$ cat config.mk
export PLATFORM = sky130hd
export DESIGN_NAME = ddm_sq_acc
export DESIGN_NICKNAME = d
export VERILOG_FILES = /design/src/sv/ddm_pkg.sv /design/src/sv/ddm_sq_acc.sv
export SDC_FILE = /design/constraint.sdc
export NUM_CORES = 1
export LEC_CHECK = 0
export BUFFER_PORTS_ARGS = -buffer_cell sky130_fd_sc_hd__buf_2
export CELL_PAD_IN_SITES_DETAIL_PLACEMENT = 1
export CELL_PAD_IN_SITES_GLOBAL_PLACEMENT = 1
export CORE_ASPECT_RATIO = 1.75
export CORE_MARGIN = 2
export CORE_UTILIZATION = 30
export DETAILED_ROUTE_END_ITERATION = 6
export GPL_TIMING_DRIVEN = 0
export PLACE_DENSITY = 0.68
export SLEW_MARGIN = 10
export SYNTH_ARGS = -nofsm -noshare
export SYNTH_HDL_FRONTEND = slang
export SYNTH_SLANG_ARGS = --single-unit
$ cat constraint.sdc
create_clock -name clk -period 16.79 [get_ports clk]
set_input_delay 2.5185 -clock clk [delete_from_list [all_inputs] [get_ports clk]]
set_output_delay 2.5185 -clock clk [all_outputs]
set_load 0.02 [all_outputs]
$ cat src/sv/ddm_pkg.sv
// Shared types and constants of the descriptor distance match unit.
// No dependencies.
package ddm_pkg;

  localparam int SAMPLE_W = 16;
  localparam int SUM_W    = 40;
  localparam int SQ_W     = 32;
  localparam int LABEL_W  = 6;
  localparam int PADDR_W  = 4;
  localparam int PDATA_W  = 64;

  localparam logic [SUM_W-1:0] SUM_MAX      = {SUM_W{1'b1}};
  localparam logic [SUM_W-1:0] THRESH_RESET = 40'd106542033;  // 0.315^2 in Q.30

  localparam logic [1:0] CMD_STORE_ELEM  = 2'd0;
  localparam logic [1:0] CMD_STORE_LABEL = 2'd1;
  localparam logic [1:0] CMD_QUERY       = 2'd2;

  localparam logic REG_ENTRY_COUNT = 1'b0;
  localparam logic REG_THRESHOLD   = 1'b1;

  typedef struct packed {
    logic [6:0]       entry_count;
    logic [SUM_W-1:0] threshold_squared;
  } cfg_t;

  typedef struct packed {
    logic issue;  // read of one entry presented to the memories this cycle
    logic live;   // that entry's sum holds data from this query
  } acc_req_t;

endpackage

$ cat src/sv/ddm_sq_acc.sv
// Shared squared-difference accumulator: one entry per cycle, two stages.
// Uses ddm_pkg; fed from the descriptor and sum memories in the top level.
module ddm_sq_acc #(
  parameter int IW = 6
) (
  input  logic                              clk,
  input  logic                              rst,
  input  ddm_pkg::acc_req_t                 req,
  input  logic [IW-1:0]                     req_idx,
  input  logic [ddm_pkg::SAMPLE_W-1:0]      q_sample,
  input  logic [ddm_pkg::SAMPLE_W-1:0]      s_sample,  // memory data, cycle after issue
  input  logic [ddm_pkg::SUM_W-1:0]         old_sum,   // memory data, cycle after issue
  output logic                              wr_en,
  output logic [IW-1:0]                     wr_idx,
  output logic [ddm_pkg::SUM_W-1:0]         wr_sum,
  output logic                              busy
);

  logic                         rd_vld;
  logic                         rd_live;
  logic [IW-1:0]                rd_idx;
  logic                         sq_vld;
  logic [IW-1:0]                sq_idx;
  logic [ddm_pkg::SQ_W-1:0]     sq;
  logic [ddm_pkg::SUM_W-1:0]    base;

  logic signed [ddm_pkg::SAMPLE_W:0] diff;
  logic signed [ddm_pkg::SAMPLE_W:0] mag_full;
  logic [ddm_pkg::SAMPLE_W-1:0]      mag;
  logic [ddm_pkg::SQ_W-1:0]          sq_next;
  logic [ddm_pkg::SUM_W:0]           total;

  always_comb begin
    diff     = $signed({q_sample[ddm_pkg::SAMPLE_W-1], q_sample})
             - $signed({s_sample[ddm_pkg::SAMPLE_W-1], s_sample});
    mag_full = diff[ddm_pkg::SAMPLE_W] ? -diff : diff;
    mag      = mag_full[ddm_pkg::SAMPLE_W-1:0];
    sq_next  = mag * mag;
  end

  always_ff @(posedge clk) begin
    if (rst) begin
      rd_vld <= 1'b0;
      sq_vld <= 1'b0;
    end else begin
      rd_vld <= req.issue;
      sq_vld <= rd_vld;
    end
  end

  always_ff @(posedge clk) begin
    rd_live <= req.live;
    rd_idx  <= req_idx;
    sq_idx  <= rd_idx;
    sq      <= sq_next;
    base    <= rd_live ? old_sum : '0;
  end

  // saturating add at 2^40 - 1
  assign total  = {1'b0, base} + {{(ddm_pkg::SUM_W+1-ddm_pkg::SQ_W){1'b0}}, sq};
  assign wr_sum = total[ddm_pkg::SUM_W] ? ddm_pkg::SUM_MAX : total[ddm_pkg::SUM_W-1:0];
  assign wr_en  = sq_vld;
  assign wr_idx = sq_idx;
  assign busy   = rd_vld || sq_vld;

endmodule

* After elaboration in Yosys (flattened, before gate mapping) *
Cells that the tools add are included.

storage, ports and cells
  memories kept = 0
  register bits = 87
  bits in writable memories = 0
  logic and storage cells = 14
  output and inout bits = 48
  bits in latches = 0
  bits of input ports = 82
  bits in read-only memories = 0

operators by class
  shifts and indexed selects = 0
  eq/ne operators = 0
  mux-type cells = 2
  multiply operators = 1
  magnitude comparators = 0
  bitwise operators = 0
  reductions and logical operators = 1
  $add $sub $neg = 3
  div/mod/pow operators = 0

operators by type and width
  cell              count
  $add 40x32->41    1
  $mux 40           1
  $mul 16x16->32    1
  $sub 16x16->17    1
  $mux 16           1
  $neg 16->16       1
  $logic_or 1x1->1  1

* Depth between registers and ports, before layout *
  depth in word-level cells = 4
  gate-level depth with buffers = 40
  gate-level depth less buffers = 38

* Least setup slack after synthesis *
OpenSTA, ideal clock, no wires.

  path type = input to register
  from = input q_sample[0] in the netlist's numbering
  to = register sq[30] in the netlist's numbering
  path buffers = 1
  path slack = 5593 ps
  data required time = 16718 ps
  data arrival time = 11124 ps
  setup time = 72 ps
  stages on the path = 36
  cells stage by stage = inv_1 ha_1 fa_1 nand2b_1 a21oi_1 o21ai_1 o2111ai_1 a41oi_1 a31o_2 clkbuf_1 nand2_1 xor2_1 clkinv_1 nand2_1 inv_1 fa_1 inv_1 fa_1 inv_1 fa_1 inv_1 fa_1 fa_1 inv_1 fa_1 ha_1 a21o_1 a21o_1 a2111o_1 a31o_2 nand4_1 a31oi_1 nor2b_1 a2111o_1 a21oi_1 xnor2_1

between the ends
  word-level cells in the longest chain between the ends = 4

ends and longest elaborated chain
  item                  line              text
  from (decl)           ddm_sq_acc.sv:10  input logic [ddm_pkg::SAMPLE_W-1:0] q_sample,
  $sub 16x16->17 *      ddm_sq_acc.sv:35  - $signed({s_sample[ddm_pkg::SAMPLE_W-1], s_sample});
  $neg 16->16           ddm_sq_acc.sv:36  mag_full = diff[ddm_pkg::SAMPLE_W] ? -diff : diff;
  $mux 16 *             ddm_sq_acc.sv:36
  $mul 16x16->32 *      ddm_sq_acc.sv:38  sq_next = mag * mag;
  net sq_next, one bit  ddm_sq_acc.sv:30  logic [ddm_pkg::SQ_W-1:0] sq_next;
  to (signal assigned)  ddm_sq_acc.sv:55  sq <= sq_next;
  to (decl)             ddm_sq_acc.sv:24  logic [ddm_pkg::SQ_W-1:0] sq;

Mark *: on every way through the listed nets, which the timed path passes. The rest lies on a longest branch.
A chain may end at the register's enable or synchronous reset.

* Worst setup path after layout *
  from = input q_sample[0] in the netlist's numbering
  to = register sq[31] in the netlist's numbering

The elaborated chain is that of the path after synthesis.

==> out/metrics.yaml <==
status: "finished, final reports clean"
cts_resized: 0
critPathMaxFanout: 10
grt_pass1_wl_um: 54050
ys_seq_area_share_pct: 14.37
vias_per_cell: 4.787
min_period_over_period_pct: 76.30
antenna_found_initial: 2
synth_area_um2: 11980
syn_avg_cell_area_um2: 8.703
worst_slew_pin_slew_ns: 1.325
routed.top_layer: "met4"
firstDrtPassIters: 4
nNetsFinal: 1909
synthArstFlopShare_pct: 0
ys_dominant_reg_cell: "dfxtp_1"
clock_latency_ns: 0.35
vias: 9636
hold_class: "flip-flop to flip-flop"
netlist_instances: 1377
critPathSlowestCell: "xor2_1"
grt.total_usage_pct: 16.66
nFillCells: 4648
initial_core_util_pct: 30.51
cts.path.max_buffers: 2
synth_fp_nets: 1769
pin_count: 130
post-cts-setup-buffer-count: 0
cts_hold_buffers: 0
cts_buffers: 9
wl_met1_um: 11870
core.rowCount: 96
cap_violations: 0
grt_overflow: 0
tns_ns: 0
fin_skew_ns: 0.009881
io_buffers: 129
design.die.area_um2: 41620
cts_tree: "yes"
htreeDepth: 3
hold-worst-slack_ns: 0.3272
ys_seq_elements: 86
synth_top_area_share_pct: 27.56
path_delay_family: "adder cells"
regArea_um2: 1722
drtAntennaViolNets: 0
synth_largest_area_cell: "fa_1"
finalWorstSetupSlack_ns: 3.980
yosysUniqueCellTypes: 61
hold_viol: 0
multiInputGateArea_um2: 9124
grt_max_degree: 15
clk_pin_slew_worst_paths_ns: 0.07
crit_required_ns: 17.02
post_drt_wl_per_cell_um: 16.57
path_class: "input pin to flip-flop"
cts_root_buffer: "clkbuf_16"
path_common_cell: "fa_1"
startpoint_type: "input pin"
setup_viol: 0
fp.dieW_um: 155.1
period_minus_slack_ns: 12.81
crit_path_end_kind: "flip-flop"
route.met3.wl_um: 924
drv_slew: 0
rsz0062_at_grt: "false"
cts_sinks: 86
coreArea_um2: 39280
synthTopCellsByArea: "fa_1 (28%), ha_1 (15%), dfxtp_1 (14%), inv_1 (8.4%), nand2_1 (3.9%)"
drive_above_1_share_pct: 11.11
fmax_ghz: 0.07806
die_h_um: 268.4
gp_congestion: 0.9044
slowest_delay_ns: 0.91
wl_met2_um: 18570
path_buf_inv: 7
arrival_ns: 13.04
post-place-ws_ns: 3.461
yosys_warnings: 0
grt_pass1_vias: 10930
drtIter0Drc: 214
slew_headroom_pct: 11.03
drt_wl_total_um: 33360
drc: 0
synth_edf_count: 0
dpl.hpwl_um: 29180
area_delta_synth_final_pct: 13.34
kinds of logic (layout without fill, tap and decap cells):
group | Yosys count | after routing | share of synthesized area, %
buffers and inverters | 302 | 446 | 9.501
AND/OR/NAND/NOR | 379 | 379 | 15.10
multiplexers | 4 | 4 | 0.3654
AO/OA/AOI/OAI | 209 | 209 | 11.43
adder cells (fa/ha/maj) | 310 | 310 | 42.70
other | 0 | 2 | 0
XOR/XNOR | 87 | 87 | 6.536
flip-flops | 86 | 86 | 14.37
path summary, 6_finish.rpt:
check / start / endpoint / slack [ns] / cells past startpoint
max: q_sample[0] / sq[31] / 3.98 / 36
min: rd_idx[2] / wr_idx[2] / 0.33 / 0
max reg2reg: rd_live / base[36] / 15.71 / 2
min reg2reg: rd_idx[2] / wr_idx[2] / 0.33 / 0
stage by stage:
step | utilization, % | cells | area, um2
2_1_floorplan | - | 1377 | 11980
3_3_place_gp | 33.72 | 1996 | 13240
3_5_place_dp | 33.72 | 1996 | 13240
4_1_cts | 34.57 | 2011 | 13580
5_1_grt | 34.58 | 2013 | 13580
6_report | 34.58 | 2013 | 13580
registers in the layout (all words and copies together) (netlist names):
name,flops
rd_live,1
base,40
wr_en,1
rd_idx,6
wr_idx,6
rd_vld,1
sq,31
routing by layer:
layer  GRT usage, %  up-vias
li1               -     4653
met2          33.61      206
met5              0        -
met4          9.810        0
met1          16.04     4686
met3          1.580       91
synthesized netlist by cell type, types with 18 or more instances:
master and instances:
a21o_1 37, nand3_1 18, inv_1 267, and2_1 42
nand2b_1 29, fa_1 165, dfxtp_1 86, a21oi_1 59
clkbuf_1 23, nand2_1 125, xnor2_1 46, xor2_1 39
nor2_1 98, o21ai_0 37, ha_1 145
area by class of cell:
cell class | instances | area share, %
Timing Repair Buffer | 129 | 4.753
Buffer | 25 | 0.7277
Tap cell | 490 | 4.514
Multi-Input combinational cell | 989 | 67.17
Inverter | 277 | 7.655
Sequential cell | 86 | 12.68
Clock inverter | 5 | 0.7830
Antenna cell | 2 | 0.03685
Clock buffer | 10 | 1.686
cells in the final DEF (no fill, tap or decap), types with 42 or more instances in the layout:
master   count
and2_1      42
a21oi_1     59
xnor2_1     46
buf_2      130
nand2_1    125
dfxtp_1     86
ha_1       145
nor2_1      98
inv_1      267
fa_1       165
Power is left out: the tool's default activity adds up to more than one toggle a clock period on the data nets, which glitch-free logic cannot reach.
