`src/sv/ddm_pkg.sv`:
```
// Shared types and constants of the descriptor distance match unit.
// No dependencies.
package ddm_pkg;

  localparam int SAMPLE_W = 16;
  localparam int SUM_W    = 40;
  localparam int SQ_W     = 32;
  localparam int LABEL_W  = 6;
  localparam int PADDR_W  = 4;
  localparam int PDATA_W  = 64;

  localparam logic [SUM_W-1:0] SUM_MAX      = {SUM_W{1'b1}};
  localparam logic [SUM_W-1:0] THRESH_RESET = 40'd106542033;  // 0.315^2 in Q.30

  localparam logic [1:0] CMD_STORE_ELEM  = 2'd0;
  localparam logic [1:0] CMD_STORE_LABEL = 2'd1;
  localparam logic [1:0] CMD_QUERY       = 2'd2;

  localparam logic REG_ENTRY_COUNT = 1'b0;
  localparam logic REG_THRESHOLD   = 1'b1;

  typedef struct packed {
    logic [6:0]       entry_count;
    logic [SUM_W-1:0] threshold_squared;
  } cfg_t;

  typedef struct packed {
    logic issue;  // read of one entry presented to the memories this cycle
    logic live;   // that entry's sum holds data from this query
  } acc_req_t;

endpackage

```
`src/sv/ddm_regs.sv`:
```
// APB register file: entry count and squared threshold.
// Uses ddm_pkg.
module ddm_regs (
  input  logic                         clk,
  input  logic                         rst,
  input  logic                         psel,
  input  logic                         penable,
  input  logic                         pwrite,
  input  logic [ddm_pkg::PADDR_W-1:0]  paddr,
  input  logic [ddm_pkg::PDATA_W-1:0]  pwdata,
  output logic [ddm_pkg::PDATA_W-1:0]  prdata,
  output logic                         pready,
  output ddm_pkg::cfg_t                cfg
);

  logic wr;
  logic sel;

  assign pready = 1'b1;
  assign wr     = psel && penable && pwrite;
  assign sel    = paddr[3];  // registers sit 8 bytes apart

  always_ff @(posedge clk) begin
    if (rst) begin
      cfg.entry_count       <= '0;
      cfg.threshold_squared <= ddm_pkg::THRESH_RESET;
    end else if (wr) begin
      if (sel == ddm_pkg::REG_THRESHOLD) begin
        cfg.threshold_squared <= pwdata[ddm_pkg::SUM_W-1:0];
      end else begin
        cfg.entry_count <= pwdata[6:0];
      end
    end
  end

  always_comb begin
    if (sel == ddm_pkg::REG_THRESHOLD) begin
      prdata = {{(ddm_pkg::PDATA_W-ddm_pkg::SUM_W){1'b0}}, cfg.threshold_squared};
    end else begin
      prdata = {{(ddm_pkg::PDATA_W-7){1'b0}}, cfg.entry_count};
    end
  end

endmodule

```
`config.mk`:
```
export PLATFORM = sky130hd
export DESIGN_NAME = ddm_regs
export DESIGN_NICKNAME = d
export VERILOG_FILES = /design/src/sv/ddm_pkg.sv /design/src/sv/ddm_regs.sv
export SDC_FILE = /design/constraint.sdc
export NUM_CORES = 1
export LEC_CHECK = 0
export BUFFER_PORTS_ARGS = -buffer_cell sky130_fd_sc_hd__clkbuf_2
export CORE_UTILIZATION = 40
export DETAILED_ROUTE_END_ITERATION = 6
export GPL_TIMING_DRIVEN = 0
export HOLD_SLACK_MARGIN = 0.06
export PLACE_DENSITY = 0.79
export SYNTH_ARGS = -nofsm -noshare
export SYNTH_HDL_FRONTEND = slang
export SYNTH_SLANG_ARGS = --single-unit
```
`constraint.sdc`:
```
create_clock -name clk -period 1.2 [get_ports clk]
set_clock_uncertainty 0.15 [all_clocks]
set_input_delay 0.12 -clock clk [delete_from_list [all_inputs] [get_ports clk]]
set_output_delay 0.12 -clock clk [all_outputs]
set_load 0.05 [all_outputs]
```
# Word-level counts from Yosys, hierarchy flattened

Cells that the tools add are included.
Widths: inputs -> output; s select.

Register bits after elaboration: 47
Bits of input ports: 73
Output and inout port bits: 112
Logic and storage cells: 8

Mux-type cells: 1
Bitwise operators: 1
Reduce and logical (&&, ||, !) cells: 4

Operators by type and width:

| cell              | count |
|---|---|
| $mux 40           | 1 |
| $reduce_and 2->1  | 2 |
| $logic_and 1x1->1 | 2 |
| $not 1->1         | 1 |

# Depth between registers and ports, before layout

Gate-level depths: netlist (run 1).

Depth in word-level cells: 3
Gate-level depth with buffers: 4
Depth with buffers taken out: 2

# Worst setup path after synthesis (run 1)

No wires, ideal clock.

Kind: reg2out
From: register cfg[10] (netlist bit)
To: output prdata[10] (netlist bit)
Data arrival time: 1128 ps
Required time: 930 ps
Setup slack: -198 ps
Stages on the path, launching flop included: 2
Buffers on the path: 0
Cell sequence: dfxtp_1 -> and2_1

Longest elaborated chain between the ends: 1

Ends and longest elaborated chain:

| what        | line           | RTL |
|---|---|---|
| from (decl) | ddm_regs.sv:13 | `output ddm_pkg::cfg_t cfg` |
| $mux 40     | ddm_regs.sv:37 | `if (sel == ddm_pkg::REG_THRESHOLD) begin` |
| to (decl)   | ddm_regs.sv:11 | `output logic [ddm_pkg::PDATA_W-1:0] prdata,` |

No other way between the ends.

# Worst setup path after layout (run 1)

From: register cfg[46] (netlist bit)
To: output prdata[6] (netlist bit)

Same word-level chain as after synthesis.

==> results.yml, run 1 <==
worst_setup_path:
  cp_cell_sequence: "mux2_4, clkbuf_16"
  crit_family: "flip-flops"
  max_stage_delay_ns: 0.33
  r2r_start: "cfg[25]"
  r2r_slack_ns: 0.15
  arrival_ns: 1.09
  cp-startpoint: "cfg[46]"
  crit_path_max_fanout: 2
  cp.required_ns: 0.93
  start_kind: "flip-flop"
  worst-setup-path-type: "reg2out"
  r2r_end: "cfg[25]"
  path_depth: 2
  endpoint_kind: "output port"
  slowest_stage: "dfxtp_2"
  worst-path-buf-inv: 1
  cp-endpoint: "prdata[6]"
  rr_worst_depth: 4
synthesis:
  synthCells: 274
  yosysSeqAreaShare_pct: 36.8
  netlist.area_leader.share_pct: 36.8
  synthTopCellsByArea: "dfxtp_1 37%, mux2i_1 18%, nand2b_1 15%"
  avgSynthCellArea_sq_um: 9.33
  yosysWarnings: 0
  synth_cell_types: 15
  ys_ff_latch: 47
  synth_area_sq_um: 2560
  yosysTopAreaCell: "dfxtp_1"
cts:
  ctsHtreeMaxLevel: 2
  cts_buffer_depth: 2
  cts.reportedPaths.clkPinSlew_ns: 0.09
  clk_latency_ns: 0.29
  clockRootBuffer: "clkbuf_8"
  cts_tree: "built"
  numCtsBuffers: 5
  numClockSinks: 47
sta:
  setup_violations: 37
  setup_ws_ns: -0.159
  finalCritPeriodShare_pct: 113
  period_needed_ns: 1.36
  fmax_ghz: 0.736
  worst_pin_slew_ns: 0.530
  hold_violations: 0
  rsz0062_at_grt: "yes"
  whs_ns: 0.181
  slew_headroom_pct: 64.6
  maxSlewViolCount: 0
place:
  dpl.hpwl_microns: 4550
  place_congestion: 0.707
  io_buffers: 131
  post_dp_cell_area_sq_um: 3490
final_layout:
  synthToLayoutAreaGrowth_pct: 105
  fin_nets: 578
  final_cell_mix: "60 x nand2b_1, 47 x mux2i_1, 47 x dfxtp_2"
  drive_gt1_share_pct: 57.4
  reg_top3: "cfg (47)"
  final_common_cell: "nand2b_1"
  regMostFlops: "cfg"
  n_antenna_cell: 0
  largest_reg_flops: 47
  final_cell_area_sq_um: 5240
detailed_routing:
  wl_per_cell_microns: 16.8
  drtAntennaViolNets: 0
  route.vias.total: 2739
  drt-total-wl_microns: 9730
  dr.pass1.iters: 4
  drtIter0Drc: 65
  via_per_inst: 4.72
  drc_errors: 0
run_status:
  violations: "negative setup slack"
  status: "complete, but fails checks"
power_and_ir_drop:
  power_leakage_nw: 2.41
  combPwrFrac_pct: 34.1
  pwr-share-seq_pct: 41.1
  powerDensity_nw_per_um2: 757
  p_sw_w: 0.00130
  p_int_w: 0.00266
  swShare_pct: 32.8
  power.clock.fraction_pct: 24.8
  total_power_w: 0.00396
  ir_drop_mv: 0.507
floorplanning:
  dieArea_sq_um: 6720
  core_area_sq_um: 6060
  die_w_microns: 82.0
  die_h_microns: 82.0
  io_pins: 185
  rows: 28
  start_util_pct: 42.2
min_path:
  hp-class: "in2reg"
global_routing:
  antenna_found_initial: 0
  overflow: 0
  track_usage_pct: 27.2
  grt_max_degree: 14
  grt_pass1_wl_microns: 13700
  grt_pass1_vias: 2751
flow_run:
  cap_viol_max_count: 0
## metal layers
layer	part of all wire [%]	vias up	global-route usage, %
met5	0	-	0
met4	1.9	0	8.07
met3	5.9	20	6.67
met2	54	133	51.7
met1	38	1303	29.2
li1	-	1283	-
## power by group through the flow
| stage | Combinational [W] | Clock, W | Sequential [W] |
|---|---|---|---|
| global route | 0.00141 | 0.00106 | 0.00163 |
| floorplan | 0.000618 | 0 | 0.00178 |
| global placement | 0.000931 | 0 | 0.00166 |
| finish | 0.00135 | 0.000982 | 0.00163 |
| detailed placement | 0.000938 | 0 | 0.00166 |
| CTS | 0.00127 | 0.000991 | 0.00162 |
## worst min-delay path by stage
stage,cells past startpoint,end,slack (ns),from
after floorplan,2,cfg[11],0.12,pwdata[11]
after global placement,3,cfg[14],0.21,pwdata[14]
after detailed placement,3,cfg[17],0.22,pwdata[17]
after CTS,3,cfg[45],0.16,pwrite
after global routing,3,cfg[45],0.20,penable
final,3,cfg[45],0.18,penable
## per-stage QoR
stage | instances | setup TNS (ns) | utilization [%] | setup slack [ns]
global placement | 503 | -6.03 | 57.6 | -0.234
finish | 580 | -1.50 | 86.4 | -0.159
floorplan | 297 | -0.0952 | - | -0.0952
global route | 580 | -2.87 | 86.4 | -0.190
CTS | 572 | -1.47 | 83.2 | -0.153
detailed placement | 503 | -7.28 | 57.6 | -0.235
## final cells by class
cell class                      instances  area (sq um)
Multi-Input combinational cell        205          1470
Timing Repair Buffer                  201          2230
Clock buffer                            6          82.6
Buffer                                 45           353
Clock inverter                          1          5.00
Tap cell                               75          93.8
Sequential cell                        47          1000
Fill cell                             292           825
## cells by family (layout without fill, tap and decap cells)
kind of cell / Yosys count / count (layout) / synth area share [%]
simple gates: 126 / 126 / 28.2
buf+inv: 45 / 253 / 13.2
other cells: 2 / 25 / 0.294
flops: 47 / 47 / 36.8
mux: 54 / 54 / 21.5
## tightest hold or removal path, stage by stage
cell	delay [ns]
clkbuf_2	0.09
nand4b_1	0.26
mux2i_1	0.11
## Yosys cell counts
| library cell | number |
|---|---|
| mux2i_1 | 47 |
| nand2b_1 | 60 |
| buf_6 | 1 |
| nand4b_1 | 1 |
| buf_2 | 2 |
| and4b_1 | 1 |
| conb_1 | 2 |
| mux2_2 | 7 |
| and2_1 | 33 |
| dfxtp_1 | 47 |
| clkbuf_1 | 13 |
| buf_12 | 4 |
| buf_4 | 25 |
| and4_1 | 1 |
| nor2_1 | 30 |
## repair_timing
action / 4_1_cts / 5_1_grt
resized for setup: 181 / 90
setup buffers: 22 / 10
hold buffers: 40 / 0
endpoints found under the setup margin: 45 / 82
endpoints found under the hold margin: 47 / 0
(Power assumes the default switching activity.)
==> run 2: changes to the inputs <==
--- a/config.mk
+++ b/config.mk
@@ -5,12 +5,13 @@
 export SDC_FILE = /design/constraint.sdc
 export NUM_CORES = 1
 export LEC_CHECK = 0
+export ABC_AREA = 1
 export BUFFER_PORTS_ARGS = -buffer_cell sky130_fd_sc_hd__clkbuf_2
 export CORE_UTILIZATION = 40
 export DETAILED_ROUTE_END_ITERATION = 6
 export GPL_TIMING_DRIVEN = 0
 export HOLD_SLACK_MARGIN = 0.06
-export PLACE_DENSITY = 0.79
+export PLACE_DENSITY = 0.81
 export SYNTH_ARGS = -nofsm -noshare
 export SYNTH_HDL_FRONTEND = slang
 export SYNTH_SLANG_ARGS = --single-unit
==> run 2 against run 1 <==
The run still ends with negative setup slack left. Setup slack improved by 0.12 ns. Clock power shrank 6.1%. Register-to-register slack improved by 0.15 ns. Cell count increased by 16%. Total power rose by 1.8%. Maximum frequency is 9.4% higher. Largest power group unchanged.
==> results.yml, run 2 <==
synthesis:
  async_flop_share_pct: 0
  ys_ff_latch: 47
  yosysSeqAreaShare_pct: 38.9
  avgSynthCellArea_sq_um: 6.16
  synth_top_flop_cell: "dfxtp_1"
  synth_cell_types: 12
  synth-edff-count: 0
  netlist_top_cells_count: "118 x nand2_1, 64 x nor2_1, 63 x inv_1"
  synthTopCellsByArea: "dfxtp_1 39%, nand2_1 18%, nand3_1 9.9%"
  synthCells: 392
  synth_area_sq_um: 2420
  yosysWarnings: 0
  netlist.area_leader.share_pct: 38.9
  synth.most_common_cell: "nand2_1"
  yosysTopAreaCell: "dfxtp_1"
final_layout:
  synthToLayoutAreaGrowth_pct: 84.9
  largest_reg_flops: 47
  fin_nets: 671
  regMostFlops: "cfg"
  multiInputGateArea_sq_um: 1130
  fillCellCount: 383
  reg_top3: "cfg (47)"
  n_antenna_cell: 0
  regArea_sq_um: 1000
  final_cell_area_sq_um: 4470
  final_common_cell: "nand2_1"
  final_cell_mix: "81 x nand2_1, 64 x nor2_1, 48 x nand3_1"
  drive_gt1_share_pct: 50.4
  fin_cells: 671
worst_setup_path:
  max_stage_delay_ns: 0.35
  crit_path_max_fanout: 3
  endpoint_kind: "output port"
  crit_family: "flip-flops"
  slowest_stage: "dfxtp_2"
  path_depth: 3
  arrival_ns: 0.97
  r2r_start: "cfg[27]"
  cp-startpoint: "cfg[43]"
  start_kind: "flip-flop"
  worst-path-buf-inv: 1
  rr_worst_depth: 3
  cp.required_ns: 0.93
  cp_cell_sequence: "nand2_1, nand2_2, buf_8"
  worst-setup-path-type: "reg2out"
cts:
  numCtsBuffers: 5
  numClockSinks: 47
  cts_buffer_depth: 2
  clockRootBuffer: "clkbuf_8"
  cts_tree: "built"
  cts.reportedPaths.clkPinSlew_ns: 0.08
  ctsHtreeMaxLevel: 2
  clk_latency_ns: 0.29
floorplanning:
  die_w_microns: 79.7
  rows: 27
  start_util_pct: 42.6
  io_pins: 185
  core_area_sq_um: 5680
  die_h_microns: 79.7
  dieArea_sq_um: 6360
min_path:
  hp-class: "in2reg"
  hold_start: "pwrite"
  whs_path_depth: 6
detailed_routing:
  drc_errors: 0
  route.vias.total: 3031
  dr.pass1.iters: 4
  drtIter0Drc: 112
  via_per_inst: 4.52
  drt-total-wl_microns: 8790
  wl_per_cell_microns: 13.1
  drtAntennaViolNets: 0
sta:
  rsz0062_at_grt: "yes"
  maxSlewViolCount: 0
  finalCritPeriodShare_pct: 104
  fmax_ghz: 0.805
  setup_violations: 9
  setup_ws_ns: -0.0425
  period_needed_ns: 1.24
  hold_violations: 0
power_and_ir_drop:
  ir_drop_mv: 0.619
  power_leakage_nw: 2.48
  powerDensity_nw_per_um2: 903
global_routing:
  grt_pass1_vias: 2867
  antenna_found_initial: 0
  overflow: 0
  track_usage_pct: 26.0
  grt_max_degree: 16
  grt_pass1_wl_microns: 12700
run_status:
  status: "complete, but fails checks"
  violations: "negative setup slack"
place:
  dpl.hpwl_microns: 4970
  post_dp_cell_area_sq_um: 3310
  dp_cells: 619
  place_congestion: 0.769
  io_buffers: 132
flow_run:
  cap_viol_max_count: 0
==> run 2: cell types whose count changed after synthesis, moves of 13 or more <==
| cell | change |
|---|---|
| and2_1 | -33 |
| nand2b_1 | -60 |
| nand3_1 | +48 |
| inv_1 | +63 |
| mux2i_1 | -47 |
| nand2_1 | +118 |
| nor2_1 | +34 |
| buf_2 | +13 |
==> run 2: kinds of logic after synthesis <==
logic type,Yosys count,share of synthesized area (%)
AND/OR/NAND/NOR,233,39.0
flip-flops,47,38.9
buffers and inverters,110,21.8
other,2,0.311
==> run 2: layout make-up <==
cell class | count | area share (%)
Clock buffer | 7 | 1.71
Sequential cell | 47 | 22.5
Buffer | 45 | 7.34
Inverter | 64 | 5.38
Tap cell | 72 | 2.02
Timing Repair Buffer | 177 | 35.7
Multi-Input combinational cell | 258 | 25.3
Clock inverter | 1 | 0.112
==> run 2: power by group <==
part           leakage [nW]  internal (W)  switching [W]
sequential            0.391       0.00162      0.0000532
clock                0.0422      0.000410       0.000512
combinational          2.05      0.000523       0.000915
total                  2.48       0.00255        0.00148
==> run 2: worst paths after layout <==
path / slack [ns] / endpoint
min: 0.11 / cfg[40]
max reg2reg: 0.30 / cfg[27]
max: -0.04 / prdata[3]
min reg2reg: 0.32 / cfg[7]
==> run 2: what timing repair did <==
action,in CTS,in global routing
resized for setup,98,184
setup buffers,3,2
hold buffers,40,0
pin swaps,0,2
endpoints found under the setup margin,50,78
endpoints found under the hold margin,47,0
==> run 2: per-layer routing <==
layer / wire (microns) / vias to the layer above / share of wire [%] / GRT usage [%]
met2: 4880 / 155 / 56 / 50.6
li1: - / 1506 / - / -
met1: 3110 / 1347 / 35 / 25.7
met5: 0 / - / 0 / 0
met4: 263 / 0 / 3.0 / 14.2
met3: 534 / 23 / 6.1 / 4.34
==> run 2: tightest hold or removal path: stages <==
cell,delay (ns)
clkbuf_2,0.09
inv_1,0.06
nor2_2,0.06
nand3_1,0.07
nand2_1,0.04
nor2_1,0.07
==> run 2: through the flow <==
step	TNS (ns)	power, W	hold WS, ns	util (%)	setup WS, ns
5_1_grt	-0.946	0.00421	0.136	78.7	-0.0922
6_report	-0.119	0.00404	0.107	78.7	-0.0425
3_5_place_dp	-11.53	0.00280	0.185	58.3	-0.268
2_1_floorplan	-0.147	0.00256	0.0961	-	-0.147
4_1_cts	-0.243	0.00392	0.0926	74.2	-0.0427
3_3_place_gp	-9.66	0.00278	0.182	58.3	-0.249
