File: src/sv/ddm_ram.sv
// Generic single-write, single-read RAM with registered read data.
// No dependencies.
module ddm_ram #(
  parameter int WIDTH = 16,
  parameter int DEPTH = 64
) (
  input  logic                                    clk,
  input  logic                                    we,
  input  logic [(DEPTH > 1 ? $clog2(DEPTH) : 1)-1:0] waddr,
  input  logic [WIDTH-1:0]                        wdata,
  input  logic [(DEPTH > 1 ? $clog2(DEPTH) : 1)-1:0] raddr,
  output logic [WIDTH-1:0]                        rdata
);

  logic [WIDTH-1:0] mem [DEPTH];

  always_ff @(posedge clk) begin
    if (we) begin
      mem[waddr] <= wdata;
    end
    rdata <= mem[raddr];
  end

endmodule

File: config.mk
export PLATFORM = sky130hd
export DESIGN_NAME = ddm_ram
export DESIGN_NICKNAME = d
export VERILOG_FILES = /design/src/sv/ddm_ram.sv
export SDC_FILE = /design/constraint.sdc
export NUM_CORES = 1
export LEC_CHECK = 0
export BUFFER_PORTS_ARGS = -buffer_cell sky130_fd_sc_hd__buf_2
export CORE_AREA = 2 2 215 376
export CTS_CLUSTER_SIZE = 28
export DETAILED_ROUTE_END_ITERATION = 10
export DIE_AREA = 0 0 217 378
export PLACE_DENSITY = 0.66
export SYNTH_ARGS = -nofsm -noshare
export SYNTH_HDL_FRONTEND = slang
export SYNTH_SLANG_ARGS = --single-unit
File: constraint.sdc
create_clock -name clk -period 3.3 [get_ports clk]
set_input_delay 0.495 -clock clk [delete_from_list [all_inputs] [get_ports clk]]
set_output_delay 0.495 -clock clk [all_outputs]
set_load 0.005 [all_outputs]
Word level (Yosys, flattened, before mapping):

Memories as Yosys holds them, arrays and structs flattened. A register that Yosys moved wholly into a read port is not among the register bits.
Index checks and enable logic that the tools add are counted.

* flip-flop bits (word level): 0
* bits in writable memories: 1024
* input bits: 30
* output and inout port bits: 16
* logic and storage cells: 3
* memories: 1

* mux-type cells: 2

Memory list
* mem: words 64, bits a word 16, read ports 1, clocked after memory_dff 1, wr ports 1, RTL line 15 `logic [WIDTH-1:0] mem [DEPTH];`

Operators by type and width (number)
* $mux 1: 2

Depth between registers and ports, before layout:

Gate-level depths: netlist (run 1).

* word-level depth: 2
* depth in mapped cells: 10
* gate-level depth less buffers: 5

Least setup slack after synthesis (run 1):

No wires, ideal clock.

* kind: input -> register
* start point: in waddr[3] in the netlist's numbering
* end point: mem mem[48][0] (enable)
* setup time: 409 ps
* data arrival time: 2121 ps
* required time: 2891 ps
* path slack: 770 ps
* stages on the path: 4
* path buffers: 1
* path through: clkbuf_1 > nor2b_1 > nand4b_1 > nor3_1

RTL lines
* start: declaration: RTL line 9 `input logic [(DEPTH > 1 ? $clog2(DEPTH) : 1)-1:0] waddr,`
* end: declaration: RTL line 15

Straight into the memory's write port.

==> impl_metrics.ini, run 1 <==
[yosys]
synth_top_family_by_area = multiplexers
syn_inst = 1829
syn_nets = 1859
synthTopCellsByArea = edfxtp_1 77%, mux4_2 12%, mux2i_1 2.1%, dfxtp_1 0.80%, mux2_2 0.76%
synth_ff_type = edfxtp_1
ys_ff_latch = 1040
synth_mux_area_share_pct = 15.5
postSynth.asyncResetShare_pct = 0
syn_area_mm2 = 0.0400
synth_edf_count = 1024
synth_compound_area_share_pct = 2.41
synthAdderAreaFrac_pct = 0
synth-xor-area-share_pct = 0
synth-simple-area-share_pct = 2.65
synth_top_area_share_pct = 76.8
synth_cell_type_count = 43
yosysWarnings = 0
syn_avg_cell_area_um2 = 21.9
seq_area_frac_synth_pct = 77.6
synth_top_cell_by_area = edfxtp_1

[grt]
antenna_found_initial = 6
grt_pass1_vias = 19600
grt_max_degree = 65
grt_use_total_pct = 24.2
grt_pass1_wl_um = 140000
overflow = 0

[critical_path]
r2r_cells = 5
critPathRequiredTime_ps = 3840
r2r-end = rdata[15]
worstReg2RegStart = mem[58][15]
crit_fanout = 19
cp-start-kind = primary input
arrival_ps = 3000
cp-endpoint = rdata[15]
timing_worst_setup_path_type = in -> reg
crit_path_start = raddr[0]
r2r_setup_slack_ps = 940
cp-end-kind = flip-flop

[power_and_ir_drop]
p_leak_nw = 14.3
seqPwrFrac_pct = 55.6
ir_drop_uv = 432
switchingPower_w = 0.00556
switching_share_pct = 21.1
pwr-share-comb_pct = 5.3
intPower_w = 0.0208
p_clk_share_pct = 39.1
power.density_mw_per_mm2 = 586

[worst_hold_path]
hold_path.class = in -> reg

[timing]
worst_pin_slew_ps = 1250
rsz0062_at_grt = no
finalSetupViolations = 0
fin_crit_ps = 2460
max_slew_margin_pct = 16.8
skew_ps = 34.2
fin_crit_sh_pct = 74.4
hold_viol_final = 0
whs_ps = 313
tns_ps = 0
final_max_slew_viol_count = 0
max_freq_ghz = 0.407

[final_layout]
drive_gt1_share_pct = 28.0
syn_to_final_growth_pct = 12.4
final_nets = 2039
stdcell_count = 3127
nFillCells = 5792

[cts]
ctsRootBufferMaster = clkbuf_16
cts_buffers = 84
clkLatencyLatePin_ps = 690
cts_tree = done
cts-htree-levels = 3
cts_resized = 0
clock_sinks = 1040
clkTransAtPathRegs_ps = 70
cts_setup_buffers = 0
cts_buffer_depth = 3
postCtsHoldBufs = 0

[drt]
routed-via-count = 19300
wire_per_inst_um = 30.9
drc = 0
antenna_left = 0
wl_um = 96600
avgViaCountPerCell = 6.16
drtIter0Drc = 2207
first_pass_iters = 5

[placed_design]
numPortBuffers = 45
hpwl_um = 61900
finalWeightedCongestion = 0.815
dpl.cell_count = 2965

[floorplanning]
die_w_um = 217
rows = 137
start_util_pct = 50.6
core_mm2 = 0.0792
pin_count = 46
dieArea_mm2 = 0.0820
die_h_um = 378

[outcome]
status = complete, no violations

[flow_run]
maxCapViolations = 0
==> through the flow <==
stage,setup WS (ps),cell area [µm²],power (W),util (%)
floorplan,770,40000,0.0157,-
global placement,127,42200,0.0163,53.3
detailed placement,139,42200,0.0164,53.3
CTS,856,45000,0.0266,56.8
global route,806,45000,0.0271,56.8
finish,844,45000,0.0264,56.8
==> registers in the layout (all words and copies together), names as in the netlist <==
register and cells:
rdata 16, mem 1024
==> routing by layer <==
metal | part of all wire [%] | vias to the layer above | global-route usage [%]
li1 | - | 8029 | -
met1 | 37 | 10300 | 30.3
met2 | 53 | 743 | 42.7
met3 | 6.0 | 156 | 3.45
met4 | 3.8 | 10 | 9.25
met5 | 0.064 | - | 0
==> cell families after synthesis <==
kind of cell,count (synthesis)
buf+inv,104
compound gates,129
flops,1040
mux,336
simple gates,220
==> layout by cell type (no fill, tap or decap), types with 27 or more instances in the layout <==
cell / count
a22oi_1: 39
buf_2: 42
buf_4: 140
clkbuf_16: 87
edfxtp_1: 1024
mux2_2: 27
mux2i_1: 85
mux4_2: 220
nand2_1: 59
nor2_1: 72
nor2b_1: 30
==> critical path: stages <==
cell,delay (ps)
buf_8,230
buf_12,250
nor2b_1,600
a221oi_1,200
buf_4,200
a221oi_1,720
buf_4,230
a311oi_1,40
==> worst min-delay path by stage <==
| stage | from | to | slack [ps] | cells after the start |
|---|---|---|---|---|
| 3_3_place_gp | mem[8][2] | rdata[2] | 840 | 4 |
| 2_1_floorplan | wdata[0] | mem[0][0] | 590 | 0 |
| 4_1_cts | wdata[7] | mem[18][7] | 260 | 1 |
| 3_5_place_dp | mem[9][2] | rdata[2] | 850 | 4 |
| 5_1_grt | wdata[7] | mem[26][7] | 300 | 1 |
| 6_report | wdata[7] | mem[24][7] | 310 | 1 |
==> cell usage after synthesis, types with 8 or more instances <==
library cell / number
a211o_1: 8
a211oi_1: 8
a21oi_1: 17
a221oi_1: 16
a22oi_1: 39
a311oi_1: 8
a31oi_1: 8
buf_2: 36
buf_4: 13
buf_6: 17
clkbuf_1: 24
dfxtp_1: 16
edfxtp_1: 1024
mux2_2: 27
mux2i_1: 85
mux4_2: 220
nand2_1: 59
nand3_1: 24
nand4_1: 12
nor2_1: 72
nor2b_1: 30
==> power by group through the flow <==
stage | sequential, W | combinational, W | clock (W)
floorplan | 0.0149 | 0.000757 | 0
global placement | 0.0149 | 0.00138 | 0
detailed placement | 0.0150 | 0.00141 | 0
CTS | 0.0147 | 0.00142 | 0.0105
global route | 0.0147 | 0.00148 | 0.0109
finish | 0.0147 | 0.00139 | 0.0103
==> cell type report <==
| class | count | area (µm²) | share of cell area, % |
|---|---|---|---|
| sequential | 1040 | 31100 | 69.0 |
| timing repair buffer | 198 | 1560 | 3.47 |
| tap | 1042 | 1300 | 2.90 |
| multi-input combinational | 685 | 8250 | 18.3 |
| clock buffer | 100 | 2240 | 4.97 |
| antenna | 5 | 12.5 | 0.0278 |
| clock inverter | 57 | 586 | 1.30 |
(Power assumes the default switching activity.)
==> run 2, diff against run 1 <==
Clock period 3.3 ns to 2.4 ns, I/O delays scaled along.
==> run 2 against run 1 <==
Net effect: sequential cell count unchanged; die area is the same; clock-buffer cell count grew 12; non-clock buffer count increased by 86; clock power grew 35%; largest cell class unchanged; highest routed layer unchanged.
==> impl_metrics.ini, run 2 (synthesized netlist as in run 1, its figures left out) <==
[placed_design]
dp_slack_ps = -379
numPortBuffers = 45
dpl.cell_count = 3051
finalWeightedCongestion = 0.866
dpl-instance-area_mm2 = 0.0433
hpwl_um = 63100

[timing]
worst_pin_slew_ps = 837
final_max_slew_viol_count = 0
fin_crit_sh_pct = 91.9
finalSetupViolations = 0
setup_ws_ps = 195
hold_viol_final = 0
max_freq_ghz = 0.453
rsz0062_at_grt = no
skew_ps = 23.8
fin_crit_ps = 2210
max_slew_margin_pct = 44.2

[drt]
antenna_left = 0
avgViaCountPerCell = 6.14
wl_um = 98800
first_pass_iters = 5
drc = 0
wire_per_inst_um = 30.8
routed-via-count = 19700
drtIter0Drc = 2163

[critical_path]
crit_path_start = mem[5][11]
r2r_setup_slack_ps = 190
r2r_cells = 5
crit_fanout = 1
critPathRequiredTime_ps = 2920
cp-endpoint = rdata[11]
cp-start-kind = flip-flop
timing_worst_setup_path_type = reg -> reg
arrival_ps = 2720
worstReg2RegStart = mem[5][11]
cp-end-kind = flip-flop
r2r-end = rdata[11]

[cts]
cts_setup_buffers = 0
cts_resized = 0
cts_buffers = 86
ctsRootBufferMaster = clkbuf_16
cts_buffer_depth = 3
clkTransAtPathRegs_ps = 70
cts_tree = done
postCtsHoldBufs = 0
clock_sinks = 1040
cts-htree-levels = 3
clkLatencyLatePin_ps = 670

[grt]
grt_pass1_vias = 20600
grt_max_degree = 65
grt_pass1_wl_um = 143000
antenna_found_initial = 4
overflow = 0
grt_use_total_pct = 24.7

[floorplanning]
rows = 137
start_util_pct = 50.6
pin_count = 46
dieArea_mm2 = 0.0820
die_h_um = 378
die_w_um = 217
core_mm2 = 0.0792

[final_layout]
syn_to_final_growth_pct = 15.2
layout_common_cells = 1024 x edfxtp_1, 220 x mux4_2, 185 x buf_4
largest_reg_flops = 1024
final_area_mm2 = 0.0461
largest-register = mem
final_common_cell = edfxtp_1
top_regs = mem: 1024 flops, rdata: 16 flops
stdcell_count = 3207
final_nets = 2127
drive_gt1_share_pct = 30.9

[power_and_ir_drop]
ir_drop_uv = 624
p_leak_nw = 14.9
power.density_mw_per_mm2 = 785

[outcome]
status = complete, no violations

[worst_hold_path]
hold_path.class = in -> reg

[flow_run]
maxCapViolations = 0
[run 2: worst min-delay path by stage]
stage | slack, ps | endpoint | from | cells after the start
global placement | 750 | rdata[11] | rdata[11] | 1
global route | 100 | mem[54][7] | wdata[7] | 1
floorplan | 460 | mem[0][0] | wdata[0] | 0
detailed placement | 740 | rdata[4] | rdata[4] | 1
finish | 110 | mem[54][7] | wdata[7] | 1
CTS | 80 | mem[54][7] | wdata[7] | 1
[run 2: metal layers]
metal / global-route usage [%] / part of all wire, %
met1: 29.8 / 35
met2: 43.6 / 53
met3: 3.30 / 6.2
met4: 12.3 / 5.3
met5: 0 / 0.024
[run 2: cell type report]
cell class,count,area [µm²]
Fill cell,5720,33100
Sequential cell,1040,31100
Multi-Input combinational cell,685,8250
Timing Repair Buffer,284,2720
Clock buffer,112,2370
Tap cell,1042,1300
Clock inverter,43,397
Antenna cell,1,2.50
[run 2: worst max-delay path, stage by stage (launching register included)]
cell and delay, ps:
edfxtp_1 380, mux4_2 480, mux2i_1 310, a22oi_1 230
a31oi_1 550, a311oi_1 120
[run 2: through the flow]
| stage | TNS [ps] | power (W) | utilization, % | hold slack [ps] |
|---|---|---|---|---|
| after floorplan | 0 | 0.0216 | - | 459 |
| after global placement | -2380 | 0.0227 | 54.7 | 746 |
| after detailed placement | -2610 | 0.0227 | 54.7 | 742 |
| after CTS | 0 | 0.0364 | 58.2 | 82.1 |
| after global routing | 0 | 0.0371 | 58.2 | 102 |
| final | 0 | 0.0362 | 58.2 | 108 |
[run 2: power breakdown]
part	total, W	internal (W)	switching [W]
logic	0.00214	0.000878	0.00127
clock network	0.0139	0.00765	0.00625
registers	0.0202	0.0201	0.0000656
==> run 3, diff against run 2 <==
Settings changed: RECOVER_POWER set to 50.
==> run 3 against run 2 <==
Net effect: critical path depth did not move; combinational power fell by 2%; die area did not move; the flow now finishes with violations (capacitance limit, slew limit).
==> impl_metrics.ini, run 3 (synthesized netlist as in run 1, its figures left out) <==
[final_layout]
syn_to_final_growth_pct = 14.6
top_regs = mem: 1024 flops, rdata: 16 flops
seq_area_mm2 = 0.0311
largest-register = mem
final_nets = 2127
stdcell_count = 3208
largest_reg_flops = 1024
drive_gt1_share_pct = 30.4
multiInputGateArea_mm2 = 0.00825
layout_common_cells = 1024 x edfxtp_1, 220 x mux4_2, 179 x buf_4
final_common_cell = edfxtp_1
nFillCells = 5751

[critical_path]
arrival_ps = 2700
cp-end-kind = flip-flop
cp-start-kind = flip-flop
cpLargestDelayFamily = compound AO/OA/AOI/OAI gates
critPathBufInv = 0
slowest_delay_ps = 550
critPathRequiredTime_ps = 2920
timing_worst_setup_path_type = reg -> reg
critPathSlowestCell = a31oi_1
cp_cell_sequence = mux4_2, mux2i_1, a22oi_1, a31oi_1, a311oi_1
crit_fanout = 1

[cts]
clkLatencyLatePin_ps = 670
postCtsHoldBufs = 0
cts_buffer_depth = 3
cts_buffers = 86
cts_resized = 0
ctsRootBufferMaster = clkbuf_16
cts-htree-levels = 3
cts_setup_buffers = 0
cts_tree = done
clock_sinks = 1040
clkTransAtPathRegs_ps = 70

[timing]
whs_ps = 233
finalSetupViolations = 0
worst_pin_slew_ps = 1690
max_slew_margin_pct = -12.6
rsz0062_at_grt = no
fin_crit_sh_pct = 90.7
final_max_slew_viol_count = 650
skew_ps = 25.3
hold_viol_final = 0
max_freq_ghz = 0.459
fin_crit_ps = 2180
setup_ws_ps = 222

[power_and_ir_drop]
ir_drop_uv = 623
power.density_mw_per_mm2 = 788
p_leak_nw = 14.8

[grt]
grt_pass1_wl_um = 143000
grt_max_degree = 65
grt_pass1_vias = 20600
overflow = 0
grt_use_total_pct = 24.7
antenna_found_initial = 3

[outcome]
status = finished with violations
violations = capacitance limit, slew limit

[worst_hold_path]
hold_path.class = in -> reg

[floorplanning]
die_w_um = 217
rows = 137
pin_count = 46
die_h_um = 378
core_mm2 = 0.0792
start_util_pct = 50.6
dieArea_mm2 = 0.0820

[drt]
wl_um = 99200
wire_per_inst_um = 30.9
drc = 0
first_pass_iters = 7
avgViaCountPerCell = 6.15
drtIter0Drc = 2154
routed-via-count = 19700
antenna_left = 0

[placed_design]
numPortBuffers = 45
dp_slack_ps = -379
dpl.cell_count = 3051
hpwl_um = 63100
finalWeightedCongestion = 0.866

[flow_run]
maxCapViolations = 10
==> run 3: stage by stage <==
step / setup TNS, ps / cell area [µm²] / power (W) / util [%]
after CTS: 0 / 46100 / 0.0364 / 58.2
after global placement: -2380 / 43300 / 0.0227 / 54.7
after detailed placement: -2610 / 43300 / 0.0227 / 54.7
after floorplan: 0 / 40000 / 0.0216 / -
final: 0 / 45900 / 0.0362 / 58.0
after global routing: 0 / 45900 / 0.0371 / 57.9
==> run 3: path summary, 6_finish.rpt <==
check,slack (ps),cells past startpoint,startpoint,to
setup / recovery,220,5,mem[5][11],rdata[11]
hold / removal,230,3,raddr[5],rdata[13]
setup reg to reg,220,5,mem[5][11],rdata[11]
hold reg to reg,910,4,mem[11][2],rdata[2]
==> run 3: final cells by class <==
type | count | share of cell area (%)
multi-input cells | 685 | 18.0
repair buffers | 284 | 5.44
flip-flops and latches | 1040 | 67.7
diodes | 2 | 0.0109
well taps | 1042 | 2.84
clock inverters | 43 | 0.864
clock buffers | 112 | 5.17
==> run 3: where the power goes <==
| group | switching, W | total (W) | leakage [nW] | internal, W |
|---|---|---|---|---|
| clock network | 0.00625 | 0.0139 | 1.34 | 0.00765 |
| logic | 0.00127 | 0.00210 | 4.07 | 0.000835 |
| registers | 0.0000651 | 0.0202 | 9.35 | 0.0201 |
| total | 0.00758 | 0.0362 | 14.8 | 0.0286 |
==> run 3: layer usage <==
metal,global-route usage (%),vias to the layer above,wire (µm)
met5,0,-,24
met4,12.3,4,5600
met3,3.30,211,6410
met2,43.6,833,52200
met1,29.8,10500,35000
li1,-,8199,-
==> run 3: worst min-delay path: cells and delay by family <==
kind | cells | cell delay (ps)
compound gates | 2 | 320
buf+inv | 1 | 150
